File: config.mk
export PLATFORM = sky130hd
export DESIGN_NAME = euclidean_rhythm_pattern_generator
export DESIGN_NICKNAME = d
export VERILOG_FILES = /design/src/sv/erpg_pkg.sv /design/src/sv/erpg_ctrl.sv /design/src/sv/erpg_dp.sv /design/src/sv/euclidean_rhythm_pattern_generator.sv
export SDC_FILE = /design/constraint.sdc
export NUM_CORES = 1
export LEC_CHECK = 0
export ABC_AREA = 1
export ABC_CLOCK_PERIOD_IN_PS = 6590
export BUFFER_PORTS_ARGS = -buffer_cell sky130_fd_sc_hd__buf_2
export CAP_MARGIN = 20
export CORE_AREA = 10 10 113 115
export CTS_BUF_LIST = sky130_fd_sc_hd__clkbuf_2 sky130_fd_sc_hd__clkbuf_4 sky130_fd_sc_hd__clkbuf_8
export DETAILED_ROUTE_END_ITERATION = 16
export DIE_AREA = 0 0 123 125
export HOLD_SLACK_MARGIN = 0.1
export PLACE_DENSITY_LB_ADDON = 0.08
export SYNTH_ARGS = -nofsm -noshare
export SYNTH_HDL_FRONTEND = slang
export SYNTH_SLANG_ARGS = --single-unit
File: constraint.sdc
create_clock -name clk_i -period 6.59 [get_ports clk_i]
set_clock_uncertainty 0.05 [all_clocks]
set_input_delay 0.659 -clock clk_i [delete_from_list [all_inputs] [get_ports clk_i]]
set_output_delay 0.659 -clock clk_i [all_outputs]
set_load 0.005 [all_outputs]
File: src/sv/erpg_pkg.sv
// ----------------------------------------------------------------------------
// erpg_pkg
// Shared types and constants for the Euclidean rhythm pattern generator.
// ----------------------------------------------------------------------------
package erpg_pkg;

  // sizes and limits
  localparam int unsigned MaxStepsDef = 64;
  localparam int unsigned TracksDef   = 8;
  localparam int unsigned CountW      = 7;
  localparam int unsigned TrackW      = 3;
  localparam int unsigned IndexW      = 6;
  localparam int unsigned VelW        = 7;

  // velocities
  localparam logic [VelW-1:0] VelFirst = 7'd127;
  localparam logic [VelW-1:0] VelOther = 7'd85;
  localparam logic [VelW-1:0] VelRest  = 7'd0;

  // register map (byte addresses)
  localparam int unsigned     AddrW           = 1;
  localparam logic [AddrW-1:0] RegAutoDownbeat = 1'b0;

  // request word
  typedef struct packed {
    logic [TrackW-1:0] track;
    logic [CountW-1:0] step_count;
    logic [CountW-1:0] hit_count;
    logic [CountW-1:0] rotation;
  } req_t;

  // result word
  typedef struct packed {
    logic [TrackW-1:0] track_out;
    logic [IndexW-1:0] step_index;
    logic [VelW-1:0]   velocity;
    logic              last;
  } res_t;

  // sequencer states
  typedef enum logic [2:0] {
    StIdle,
    StMod,
    StSeek,
    StAdv,
    StEmit
  } state_e;

  // controller to datapath
  typedef struct packed {
    logic load;
    logic mod_sub;
    logic adv_load;
    logic step_bucket;
    logic cnt_dec;
    logic emit_start;
    logic emit;
  } ctrl_cmd_t;

  // datapath to controller
  typedef struct packed {
    logic req_ok;
    logic r_ge_n;
    logic seek_en;
    logic hit;
    logic cnt_zero;
    logic last_step;
  } ctrl_sts_t;

endpackage

File: src/sv/erpg_ctrl.sv
// ----------------------------------------------------------------------------
// erpg_ctrl
// Sequencer: rotation reduction, downbeat search, phase advance, step emission.
// ----------------------------------------------------------------------------
module erpg_ctrl (
  input  logic                  clk_i,
  input  logic                  rst_ni,
  input  logic                  start_i,
  input  erpg_pkg::ctrl_sts_t   sts_i,
  output erpg_pkg::ctrl_cmd_t   cmd_o,
  output logic                  busy_o
);

  erpg_pkg::state_e st_q, st_d;

  // state register
  always_ff @(posedge clk_i or negedge rst_ni) begin
    if (!rst_ni) begin
      st_q <= erpg_pkg::StIdle;
    end else begin
      st_q <= st_d;
    end
  end

  // next state
  always_comb begin
    st_d = st_q;
    case (st_q)
      erpg_pkg::StIdle: begin
        if (start_i && sts_i.req_ok) st_d = erpg_pkg::StMod;
      end
      erpg_pkg::StMod: begin
        if (!sts_i.r_ge_n) begin
          st_d = sts_i.seek_en ? erpg_pkg::StSeek : erpg_pkg::StAdv;
        end
      end
      erpg_pkg::StSeek: begin
        if (sts_i.hit) st_d = erpg_pkg::StAdv;
      end
      erpg_pkg::StAdv: begin
        if (sts_i.cnt_zero) st_d = erpg_pkg::StEmit;
      end
      erpg_pkg::StEmit: begin
        if (sts_i.last_step) st_d = erpg_pkg::StIdle;
      end
      default: st_d = erpg_pkg::StIdle;
    endcase
  end

  // command outputs
  always_comb begin
    cmd_o = '0;
    case (st_q)
      erpg_pkg::StIdle: begin
        cmd_o.load = start_i;
      end
      erpg_pkg::StMod: begin
        if (sts_i.r_ge_n) begin
          cmd_o.mod_sub = 1'b1;
        end else if (!sts_i.seek_en) begin
          cmd_o.adv_load = 1'b1;
        end
      end
      erpg_pkg::StSeek: begin
        if (sts_i.hit) begin
          cmd_o.adv_load = 1'b1;
        end else begin
          cmd_o.step_bucket = 1'b1;
        end
      end
      erpg_pkg::StAdv: begin
        if (sts_i.cnt_zero) begin
          cmd_o.emit_start = 1'b1;
        end else begin
          cmd_o.step_bucket = 1'b1;
          cmd_o.cnt_dec     = 1'b1;
        end
      end
      erpg_pkg::StEmit: begin
        cmd_o.emit        = 1'b1;
        cmd_o.step_bucket = 1'b1;
      end
      default: cmd_o = '0;
    endcase
  end

  assign busy_o = (st_q != erpg_pkg::StIdle);

endmodule

File: src/sv/erpg_dp.sv
// ----------------------------------------------------------------------------
// erpg_dp
// Datapath: request registers, Bresenham bucket, counters and result register.
// ----------------------------------------------------------------------------
module erpg_dp #(
  parameter int unsigned MAX_STEPS = erpg_pkg::MaxStepsDef,
  parameter int unsigned TRACKS    = erpg_pkg::TracksDef
) (
  input  logic                  clk_i,
  input  logic                  rst_ni,
  input  erpg_pkg::req_t        req_i,
  input  logic                  auto_downbeat_i,
  input  erpg_pkg::ctrl_cmd_t   cmd_i,
  output erpg_pkg::ctrl_sts_t   sts_o,
  output erpg_pkg::res_t        res_o,
  output logic                  res_valid_o
);

  localparam int unsigned CW = erpg_pkg::CountW;
  localparam logic [CW-1:0] MaxN = CW'(MAX_STEPS);
  localparam logic [erpg_pkg::TrackW:0] TrackLim = (erpg_pkg::TrackW + 1)'(TRACKS);

  logic [CW-1:0]                n_q, h_q, r_q, bucket_q, cnt_q;
  logic [CW-1:0]                n_d, h_d, r_d, bucket_d, cnt_d;
  logic [erpg_pkg::TrackW-1:0]  trk_q, trk_d;
  logic [erpg_pkg::IndexW-1:0]  idx_q, idx_d;
  logic                         first_seen_q, first_seen_d;
  erpg_pkg::res_t               res_q, res_d;
  logic                         res_valid_q, res_valid_d;

  logic [CW-1:0] n_sat;
  logic [CW:0]   bsum;
  logic          hit;
  logic          all_hits;

  // saturate requested length
  assign n_sat = (req_i.step_count > MaxN) ? MaxN : req_i.step_count;

  // bucket sum and hit decision
  assign bsum     = {1'b0, bucket_q} + {1'b0, h_q};
  assign all_hits = (h_q >= n_q);
  assign hit      = all_hits || (bsum >= {1'b0, n_q});

  // status
  always_comb begin
    sts_o.req_ok    = ({1'b0, req_i.track} < TrackLim) && (req_i.step_count != '0);
    sts_o.r_ge_n    = (r_q >= n_q);
    sts_o.seek_en   = auto_downbeat_i && (h_q != '0) && !all_hits;
    sts_o.hit       = hit;
    sts_o.cnt_zero  = (cnt_q == '0);
    sts_o.last_step = ({1'b0, idx_q} == (n_q - CW'(1)));
  end

  // next values
  always_comb begin
    n_d          = n_q;
    h_d          = h_q;
    r_d          = r_q;
    trk_d        = trk_q;
    bucket_d     = bucket_q;
    cnt_d        = cnt_q;
    idx_d        = idx_q;
    first_seen_d = first_seen_q;
    res_d        = res_q;
    res_valid_d  = 1'b0;

    if (cmd_i.load) begin
      n_d      = n_sat;
      h_d      = req_i.hit_count;
      r_d      = req_i.rotation;
      trk_d    = req_i.track;
      bucket_d = '0;
    end

    // rotation mod steps by repeated subtraction
    if (cmd_i.mod_sub) r_d = r_q - n_q;

    // steps to walk back by rotation, done as forward steps
    if (cmd_i.adv_load) cnt_d = (r_q == '0) ? '0 : (n_q - r_q);
    if (cmd_i.cnt_dec)  cnt_d = cnt_q - CW'(1);

    // bucket advance, periodic in steps
    if (cmd_i.step_bucket && !all_hits) begin
      bucket_d = (bsum >= {1'b0, n_q}) ? CW'(bsum - {1'b0, n_q}) : CW'(bsum);
    end

    if (cmd_i.emit_start) begin
      idx_d        = '0;
      first_seen_d = 1'b0;
    end

    // result word
    if (cmd_i.emit) begin
      res_valid_d          = 1'b1;
      res_d.track_out      = trk_q;
      res_d.step_index     = idx_q;
      res_d.last           = sts_o.last_step;
      if (hit) begin
        res_d.velocity = first_seen_q ? erpg_pkg::VelOther : erpg_pkg::VelFirst;
        first_seen_d   = 1'b1;
      end else begin
        res_d.velocity = erpg_pkg::VelRest;
      end
      idx_d = idx_q + erpg_pkg::IndexW'(1);
    end
  end

  // control registers
  always_ff @(posedge clk_i or negedge rst_ni) begin
    if (!rst_ni) begin
      res_valid_q  <= 1'b0;
      n_q          <= '0;
      h_q          <= '0;
      bucket_q     <= '0;
      first_seen_q <= 1'b0;
    end else begin
      res_valid_q  <= res_valid_d;
      n_q          <= n_d;
      h_q          <= h_d;
      bucket_q     <= bucket_d;
      first_seen_q <= first_seen_d;
    end
  end

  // payload registers
  always_ff @(posedge clk_i) begin
    r_q   <= r_d;
    trk_q <= trk_d;
    cnt_q <= cnt_d;
    idx_q <= idx_d;
    res_q <= res_d;
  end

  assign res_o       = res_q;
  assign res_valid_o = res_valid_q;

  // bucket stays reduced while a proper pattern is in work
  a_bucket_range : assert property (@(posedge clk_i) disable iff (!rst_ni)
    (n_q != '0 && h_q < n_q) |-> bucket_q < n_q)
    else $error("bucket out of range");

  // steps of one pattern come out back to back
  a_steps_contiguous : assert property (@(posedge clk_i) disable iff (!rst_ni)
    (res_valid_q && res_q.step_index != '0) |-> $past(res_valid_q))
    else $error("gap inside a pattern");

  // final word sits at the pattern end
  a_last_position : assert property (@(posedge clk_i) disable iff (!rst_ni)
    (res_valid_q && res_q.last) |-> ({1'b0, res_q.step_index} == n_q - CW'(1)))
    else $error("last flag misplaced");

  // saturated hit count gives only hits
  a_all_hits : assert property (@(posedge clk_i) disable iff (!rst_ni)
    (res_valid_q && h_q >= n_q) |-> res_q.velocity != erpg_pkg::VelRest)
    else $error("rest in an all-hit pattern");

endmodule

File: src/sv/euclidean_rhythm_pattern_generator.sv
// ----------------------------------------------------------------------------
// euclidean_rhythm_pattern_generator
// Emits a Euclidean step pattern for one track request, one word per step.
//
//   port group      dir  handshake                 payload
//   request         in   start & !busy             req_i (track, counts, rotation)
//   result          out  res_valid_o, one cycle    res_o (track, step, velocity, last)
//   register        in   psel & penable & pwrite   pwdata[0] -> auto_downbeat
//
// While busy, a request runs q = rotation div steps subtract passes (up to 127),
// then with the downbeat search s = rests skipped before the first hit (up to 63),
// then a = phase advance steps (up to 63), then n = steps emitted, one per cycle
// from the bucket adder, each word registered and shown in the following cycle.
// busy stays high from acceptance until the final step word is launched.
// Reset clears the sequencer and sets auto_downbeat to 1.
// The receiver cannot stall; each result word is valid for exactly one cycle.
// ----------------------------------------------------------------------------
module euclidean_rhythm_pattern_generator #(
  parameter int unsigned MAX_STEPS = erpg_pkg::MaxStepsDef,
  parameter int unsigned TRACKS    = erpg_pkg::TracksDef
) (
  input  logic                         clk_i,
  input  logic                         rst_ni,
  input  logic                         start,
  output logic                         busy,
  input  erpg_pkg::req_t               req_i,
  output logic                         res_valid_o,
  output erpg_pkg::res_t               res_o,
  input  logic                         psel,
  input  logic                         penable,
  input  logic                         pwrite,
  input  logic [erpg_pkg::AddrW-1:0]   paddr,
  input  logic [31:0]                  pwdata,
  output logic [31:0]                  prdata,
  output logic                         pready
);

  erpg_pkg::ctrl_cmd_t cmd;
  erpg_pkg::ctrl_sts_t sts;
  logic                auto_q, auto_d;
  logic                cfg_wr;

  // register port
  assign pready = 1'b1;
  assign cfg_wr = psel && penable && pwrite && pready;

  always_comb begin
    auto_d = auto_q;
    if (cfg_wr && (paddr == erpg_pkg::RegAutoDownbeat)) auto_d = pwdata[0];
  end

  always_ff @(posedge clk_i or negedge rst_ni) begin
    if (!rst_ni) begin
      auto_q <= 1'b1;
    end else begin
      auto_q <= auto_d;
    end
  end

  assign prdata = (paddr == erpg_pkg::RegAutoDownbeat) ? {31'b0, auto_q} : '0;

  // sequencer
  erpg_ctrl u_ctrl (
    .clk_i   (clk_i),
    .rst_ni  (rst_ni),
    .start_i (start),
    .sts_i   (sts),
    .cmd_o   (cmd),
    .busy_o  (busy)
  );

  // datapath
  erpg_dp #(
    .MAX_STEPS (MAX_STEPS),
    .TRACKS    (TRACKS)
  ) u_dp (
    .clk_i           (clk_i),
    .rst_ni          (rst_ni),
    .req_i           (req_i),
    .auto_downbeat_i (auto_q),
    .cmd_i           (cmd),
    .sts_o           (sts),
    .res_o           (res_o),
    .res_valid_o     (res_valid_o)
  );

endmodule
==> qor.tcl, run 1 <==
set qor(synth_ff_type) {sky130_fd_sc_hd__edfxtp_1}
set qor(worst_hold_path_class) {in2async}
set qor(max_freq_mhz) 270
set qor(cts_made_buffers) 9
set qor(synth_compound_area_share_pct) 9.63
set qor(grt_pass1_vias) 3590
set qor(floorplan.initialDensity_pct) 43.9
set qor(drt-wirelength-per-cell_um) 14.7
set qor(area_delta_synth_final_pct) 8.53
set qor(diodes) 0
set qor(share_comb_of_total_power_pct) 67.6
set qor(synth_top_family_by_area) {simple AND/OR/NAND/NOR gates}
set qor(layout_min_cycle_time_ns) 3.70
set qor(power_density_cells_nw_per_um2) 616
set qor(die_w_um) 123
set qor(post_layout_nonfiller_instances) 753
set qor(synth_cell_type_count) 48
set qor(numClockSinks) 62
set qor(async_flop_share_pct) 43.5
set qor(cts-root-to-sink-buffers) 2
set qor(finalCritPeriodShare_pct) 56.1
set qor(vias_per_cell) 4.83
set qor(ys_top_cells_by_area) {sky130_fd_sc_hd__edfxtp_1, sky130_fd_sc_hd__dfrtp_1, sky130_fd_sc_hd__ha_1}
set qor(relSlewSlack_pct) 43.4
set qor(rsz0062_at_grt) {no}
set qor(post_synth_mux_area_share_pct) 0
set qor(finalWirelength_um) 11100
set qor(clock_insertion_delay_worst_skew_ns) 0.35
set qor(grt.overflow.total) 0
set qor(avg_synthesized_cell_area_um2) 8.31
set qor(dp_hpwl_um) 8650
set qor(wire_length_of_the_first_global_routing_pass_um) 17600
set qor(num_rows) 38
set qor(outcome) {finished clean}
set qor(drc) 0
set qor(ff2ff_path_depth) 16
set qor(num_vias) 3635
set qor(post_cts.resized_instances) 0
set qor(synthDominantAreaCellType) {sky130_fd_sc_hd__edfxtp_1}
set qor(die-area_um2) 15400
set qor(regToRegStartpoint) {u_dp.h_q[0]}
set qor(synth-edff-count) 35
set qor(worst-r2r-setup-slack_ns) 2.89
set qor(timing_worst_slew_pin_value_ns) 0.850
set qor(drt_first_iter_violations) 119
set qor(clock_power_share_pct) 9.7
set qor(cts-htree-levels) 3
set qor(power.switching_w) 0.00160
set qor(design.final.nets) 713
set qor(yosys-top-cells-count) {sky130_fd_sc_hd__nand2_1, sky130_fd_sc_hd__inv_1, sky130_fd_sc_hd__nor2_1, sky130_fd_sc_hd__buf_4, sky130_fd_sc_hd__ha_1}
set qor(largest_net_degree_at_the_start_of_global_routing) 28
set qor(final_layout_size_suffix_gt1_share_pct) 17.6
set qor(worst_ep_arrival_ns) 3.62
set qor(synth_simple_gate_area_share_pct) 24.3
set qor(num-fill-cells) 1058
set qor(regToRegEndpoint) {u_dp.cnt_q[4]}
set qor(post-place-cells) 737
set qor(synth-seq-area-share_pct) 37.1
set qor(p_leak_nw) 2.54
set qor(register_bit_total_from_synthesis) 62
set qor(cts_tree) {yes}
set qor(path_clk_slew_ns) 0.08
set qor(end_kind) {register}
set qor(proportion_of_power_drawn_by_flip_flops_and_latches_pct) 22.7
set qor(netlist_area_um2) 4650
set qor(slew_violations) 0
set qor(ir_drop_mv) 0.408
set qor(post_synth_fa_ha_maj_area_fraction_pct) 11.9
set qor(crit_type) {reg2reg}
set qor(io_pins) 115
set qor(cap_violations) 0
set qor(design.core.area_um2) 10600
set qor(first_pass_iters) 4
set qor(gp_congestion) 0.867
set qor(switching_share_pct) 51.4
set qor(drt.antenna.violating_nets) 0
set qor(critPathLaunchType) {register}
set qor(setup_viol_count_final) 0
set qor(post-route-util_pct) 47.6
set qor(yosys.cell_count.top_type) {sky130_fd_sc_hd__nand2_1}
set qor(xor_xnor_fraction_of_synth_area_pct) 3.77
set qor(initial_antenna_violation_count) 0
set qor(netlist_instances) 560
set qor(worst-endpoint-required_ns) 6.51
set qor(pre_cts_slack_ns) 2.89
set qor(setup_tns_ns) 0
set qor(ys_warn_count) 0
set qor(floorplan.die.height_um) 125
set qor(netlist.area_leader.share_pct) 22.6
set qor(hold_fix_buffer_count_after_cts) 0
set qor(root_buffer) {sky130_fd_sc_hd__clkbuf_8}
set qor(post_cts_setup_buffers) 0
set qor(cp_max_fo) 7
set qor(final_critical_path_setup_slack_ns) 2.89
set qor(intPower_w) 0.00151
set qor(io_buffer_count) 51
set qor(timing.final.hold_violations) 0
set qor(gr-usage-all-layers_pct) 14.3
-- worst max-delay path by stage --
stage	endpoint	cells past startpoint	slack (ns)	from
after global routing	u_dp.cnt_q[5]	16	2.55	u_dp.h_q[0]
after floorplan	u_dp.cnt_q[0]	16	3.49	u_dp.h_q[2]
final	u_dp.cnt_q[4]	16	2.89	u_dp.h_q[0]
after global placement	u_dp.cnt_q[5]	16	2.96	u_dp.h_q[0]
after CTS	u_dp.cnt_q[5]	16	2.85	u_dp.h_q[0]
after detailed placement	u_dp.cnt_q[5]	16	2.89	u_dp.h_q[0]
-- cell type report --
| class | instances | area, um2 | area share (%) |
|---|---|---|---|
| repair buffers | 52 | 263 | 5.20 |
| well taps | 140 | 175 | 3.47 |
| clock inverters | 7 | 48.8 | 0.967 |
| inverters | 74 | 280 | 5.55 |
| flip-flops and latches | 62 | 1730 | 34.2 |
| clock buffers | 9 | 124 | 2.45 |
| multi-input cells | 409 | 2430 | 48.1 |
-- critical path: stages (launching register included) --
cell and delay (ns):
sky130_fd_sc_hd__dfrtp_1 0.42, sky130_fd_sc_hd__ha_1 0.20, sky130_fd_sc_hd__inv_1 0.06, sky130_fd_sc_hd__fa_1 0.39, sky130_fd_sc_hd__inv_1 0.10, sky130_fd_sc_hd__a31o_2 0.16, sky130_fd_sc_hd__xor2_1 0.25, sky130_fd_sc_hd__inv_1 0.07
sky130_fd_sc_hd__ha_1 0.37, sky130_fd_sc_hd__nand2_1 0.08, sky130_fd_sc_hd__clkinv_1 0.07, sky130_fd_sc_hd__nand3_2 0.08, sky130_fd_sc_hd__nand3_2 0.08, sky130_fd_sc_hd__nand2_4 0.09, sky130_fd_sc_hd__nand3_2 0.14, sky130_fd_sc_hd__inv_2 0.06
sky130_fd_sc_hd__o221ai_1 0.66
-- state kept, by name (all words and copies together) (netlist names) --
signal             count
u_dp.bucket_q          7
u_dp.res_valid_o       1
u_dp.res_o            12
u_dp.n_q               7
u_dp.cnt_q             7
u_dp.trk_q             3
auto_q                 1
u_ctrl.st_q            3
u_dp.idx_q             6
u_dp.r_q               7
u_dp.first_seen_q      1
u_dp.h_q               7
-- cells by family after synthesis --
kind of cell             Yosys count
AND/OR/NAND/NOR                  241
flip-flops                        62
other                              2
buffers and inverters            119
XOR/XNOR                          20
adder cells (fa/ha/maj)           42
AO/OA/AOI/OAI                     74
-- metal layers --
layer | global-route usage, % | vias up | wire length (um)
met5 | 0 | - | 0
met4 | 5.41 | 0 | 102
met3 | 2.07 | 6 | 379
met2 | 24.5 | 58 | 5540
met1 | 17.5 | 1696 | 5030
li1 | - | 1875 | -
-- power groups by stage --
stage | combinational (W) | sequential [W] | clock [W]
after global placement | 0.00207 | 0.000710 | 0
after detailed placement | 0.00210 | 0.000712 | 0
after CTS | 0.00211 | 0.000704 | 0.000314
final | 0.00210 | 0.000704 | 0.000302
after floorplan | 0.00176 | 0.000670 | 0
after global routing | 0.00239 | 0.000720 | 0.000327
-- cell usage in the layout, fill, tap and decap left out, drive strengths merged --
cell type | Yosys | routed
xor2 | 14 | 14
a31oi | 3 | 3
conb | 2 | 32
inv | 71 | 72
nor2 | 52 | 52
clkinv | 3 | 8
o21bai | 2 | 2
buf | 43 | 52
clkbuf | 2 | 9
o21ai | 32 | 32
o221ai | 1 | 1
nand3b | 1 | 1
o31ai | 1 | 1
ha | 38 | 38
a31o | 1 | 1
nand4 | 13 | 13
dfstp | 1 | 1
and2 | 2 | 2
clkinvlp | 0 | 1
or2 | 5 | 5
edfxtp | 35 | 35
a21o | 4 | 4
nand3 | 36 | 36
a32o | 1 | 1
dfrtp | 26 | 26
fa | 4 | 4
a21oi | 25 | 25
xnor2 | 6 | 6
nand2 | 123 | 123
nor4 | 2 | 2
o22ai | 4 | 4
nor3 | 7 | 7
-- stage by stage --
| stage | hold slack [ns] | area, um2 | power, W |
|---|---|---|---|
| detailed placement | 0.355 | 4880 | 0.00281 |
| CTS | 0.290 | 5050 | 0.00313 |
| global placement | 0.357 | 4880 | 0.00278 |
| global route | 0.318 | 5050 | 0.00344 |
| floorplan | 0.313 | 4760 | 0.00243 |
| finish | 0.279 | 5050 | 0.00311 |
No activity file was read; power rests on OpenSTA's default activity.
==> inputs of run 2 (changes only) <==
--- a/config.mk
+++ b/config.mk
@@ -6,7 +6,7 @@
 export NUM_CORES = 1
 export LEC_CHECK = 0
 export ABC_AREA = 1
-export ABC_CLOCK_PERIOD_IN_PS = 6590
+export ABC_CLOCK_PERIOD_IN_PS = 2980
 export BUFFER_PORTS_ARGS = -buffer_cell sky130_fd_sc_hd__buf_2
 export CAP_MARGIN = 20
 export CORE_AREA = 10 10 113 115
==> constraint.sdc (replaced) <==
create_clock -name clk_i -period 2.98 [get_ports clk_i]
set_clock_uncertainty 0.05 [all_clocks]
set_input_delay 0.298 -clock clk_i [delete_from_list [all_inputs] [get_ports clk_i]]
set_output_delay 0.298 -clock clk_i [all_outputs]
set_load 0.005 [all_outputs]
==> run 2 against run 1 <==
Effect of this change: the run now ends with setup timing left; sequential cell count unchanged; register-to-register slack worse by 2.9 ns; maximum frequency rose by 23%; first-iteration DRC count grew 39%; sequential share of layout area is 3.2 points lower; critical path type unchanged; largest cell class unchanged; highest routed layer unchanged.
==> qor.tcl, run 2 (synthesis results as in run 1) <==
set qor(outcome) {complete, but fails checks}
set qor(failed_checks) {setup timing}
set qor(num_rows) 38 ;# unchanged
set qor(grt_util_met1_pct) 18.3 ;# +0.73 points
set qor(drc) 0 ;# unchanged
set qor(drt_first_iter_violations) 165 ;# +39%
set qor(num-fill-cells) 1005 ;# -5.0%
set qor(timing.final.hold_violations) 0 ;# unchanged
set qor(cts_tree) {yes}
set qor(design.final.nets) 753 ;# +5.6%
set qor(initial_antenna_violation_count) 0 ;# unchanged
set qor(io_pins) 115 ;# unchanged
set qor(num_vias) 3782 ;# +4.0%
set qor(floorplan.die.height_um) 125 ;# unchanged
set qor(layout_min_cycle_time_ns) 3.01 ;# -0.687 ns
set qor(cp_max_fo) 7 ;# unchanged
set qor(final_cell_mix) {sky130_fd_sc_hd__nand2_1, sky130_fd_sc_hd__inv_1, sky130_fd_sc_hd__buf_2, sky130_fd_sc_hd__nor2_1}
set qor(critPathLaunchType) {register}
set qor(cts-root-to-sink-buffers) 2 ;# unchanged
set qor(design.core.area_um2) 10600 ;# unchanged
set qor(clock_insertion_delay_worst_skew_ns) 0.35 ;# about the same
set qor(dp_hpwl_um) 8940 ;# +3.3%
set qor(diodes) 0 ;# unchanged
set qor(multiInputGateArea_um2) 2590 ;# +6.5%
set qor(first_pass_iters) 4 ;# unchanged
set qor(numClockSinks) 62 ;# unchanged
set qor(final_common_cell) {sky130_fd_sc_hd__nand2_1}
set qor(cap_violations) 0 ;# unchanged
set qor(path_clk_slew_ns) 0.07 ;# about the same
set qor(die_w_um) 123 ;# unchanged
set qor(root_buffer) {sky130_fd_sc_hd__clkbuf_8}
set qor(gp_congestion) 0.914 ;# +5.4%
set qor(gr-usage-all-layers_pct) 15.4 ;# +1.1 points
set qor(drt-wirelength-per-cell_um) 14.8 ;# +0.76%
set qor(wire_length_of_the_first_global_routing_pass_um) 19100 ;# +8.5%
set qor(floorplan.initialDensity_pct) 43.9 ;# unchanged
set qor(vias_per_cell) 4.77 ;# -1.2%
set qor(drt.antenna.violating_nets) 0 ;# unchanged
set qor(worst-endpoint-required_ns) 2.94 ;# -3.57 ns
set qor(final-seq-area_um2) 1730 ;# unchanged
set qor(groute.layer.met3.usage_pct) 2.61 ;# +0.54 points
set qor(grt_pass1_vias) 3897 ;# +8.6%
set qor(setup_viol_count_final) 8 ;# +8
set qor(largest_net_degree_at_the_start_of_global_routing) 28 ;# unchanged
set qor(finalWirelength_um) 11700 ;# +6.1%
set qor(hold_ws_ns) 0.115 ;# -0.165 ns
set qor(grt.overflow.total) 0 ;# unchanged
set qor(grt_use_met2_pct) 27.4 ;# +2.8 points
set qor(relSlewSlack_pct) 56.1 ;# +13 points
set qor(final_layout_size_suffix_gt1_share_pct) 24.3 ;# +6.7 points
set qor(timing_worst_slew_pin_value_ns) 0.659 ;# -0.191 ns
set qor(max_freq_mhz) 332 ;# +23%
set qor(worst_ep_arrival_ns) 2.97 ;# -0.65 ns
set qor(rsz0062_at_grt) {yes}
set qor(end_kind) {register}
set qor(cts_made_buffers) 9 ;# unchanged
set qor(io_buffer_count) 51 ;# unchanged
set qor(die-area_um2) 15400 ;# unchanged
set qor(pre_cts_slack_ns) -0.160 ;# -3.05 ns
set qor(largest_register_ffs) 12 ;# unchanged
set qor(area_delta_synth_final_pct) 19.8
set qor(gr-max-usage-layer) {met2}
set qor(final_critical_path_setup_slack_ns) -0.0330 ;# -2.92 ns
set qor(finalCritPeriodShare_pct) 101 ;# +45 points
set qor(slew_violations) 0 ;# unchanged
set qor(cts-htree-levels) 3 ;# unchanged
set qor(worst_hold_path_class) {in2reg}
set qor(crit_type) {reg2reg}
==> run 2: cell count changes in the layout (fill, tap and decap cells not counted), sizes merged <==
cell         change
buf             +32
bufinv           +1
clkbuf           +2
clkinv           -3
dlygate4sd3      +8
==> run 2: worst paths after layout <==
check	to	from	depth (start not counted)	slack (ns)
max in group asynchronous	u_dp.first_seen_q	rst_ni	2	1.99
setup reg to reg	u_dp.cnt_q[5]	u_dp.bucket_q[2]	16	-0.03
min in group asynchronous	u_dp.h_q[4]	rst_ni	2	0.46
setup / recovery	u_dp.cnt_q[5]	u_dp.bucket_q[2]	16	-0.03
hold / removal	u_dp.h_q[1]	req_i[8]	3	0.11
hold reg to reg	u_dp.res_o[16]	u_dp.trk_q[2]	0	0.38
==> run 2: worst max-delay path, stage by stage (launching register included) <==
cell and delay (ns):
sky130_fd_sc_hd__dfrtp_1 0.39, sky130_fd_sc_hd__ha_1 0.31, sky130_fd_sc_hd__or2_1 0.24, sky130_fd_sc_hd__and2_4 0.15, sky130_fd_sc_hd__inv_2 0.04, sky130_fd_sc_hd__o21bai_1 0.06
sky130_fd_sc_hd__xor2_1 0.23, sky130_fd_sc_hd__inv_1 0.12, sky130_fd_sc_hd__ha_4 0.32, sky130_fd_sc_hd__nand2_4 0.06, sky130_fd_sc_hd__inv_4 0.07, sky130_fd_sc_hd__nand2_4 0.05
sky130_fd_sc_hd__nand3_4 0.09, sky130_fd_sc_hd__nand2_4 0.07, sky130_fd_sc_hd__nand3_4 0.10, sky130_fd_sc_hd__inv_4 0.04, sky130_fd_sc_hd__o221ai_4 0.28
==> run 2: timing repair <==
| item | CTS | global route |
|---|---|---|
| endpoints found under the hold margin | 33 | 0 |
| cloned | 0 | 0 |
| pin swaps | 10 | 16 |
| setup endpoints to repair | 17 | 18 |
| setup buffers | 3 | 3 |
| hold buffers | 8 | 0 |
| resized for setup | 15 | 18 |
==> run 2: cell type report <==
class	instances	share of cell area [%]
repair buffers	92	10.9
flip-flops and latches	62	31.0
inverters	74	5.12
clock buffers	11	2.49
well taps	140	3.14
clock inverters	5	0.921
multi-input cells	409	46.4
==> run 2: per-stage QoR <==
step	cells	TNS (ns)	cell area [um2]	utilization, %
final	793	-0.226	5570	52.6
after CTS	790	-0.413	5470	51.6
after floorplan	590	0	4770	-
after global routing	793	-2.80	5570	52.6
after detailed placement	763	-1.69	5090	48.0
after global placement	763	-1.62	5090	48.0
==> run 2: per-layer routing <==
layer  part of all wire, %  vias to the layer above  wire length [um]
li1                      -                     1946                 -
met1                    42                     1765              4940
met2                    53                       62              6170
met3                   4.2                        9               492
met4                   1.0                        0               121
met5                     0                        -                 0
Power of run 2 is left out: the tool's default activity adds up to more than one toggle a clock period on the data nets, which glitch-free logic cannot reach.
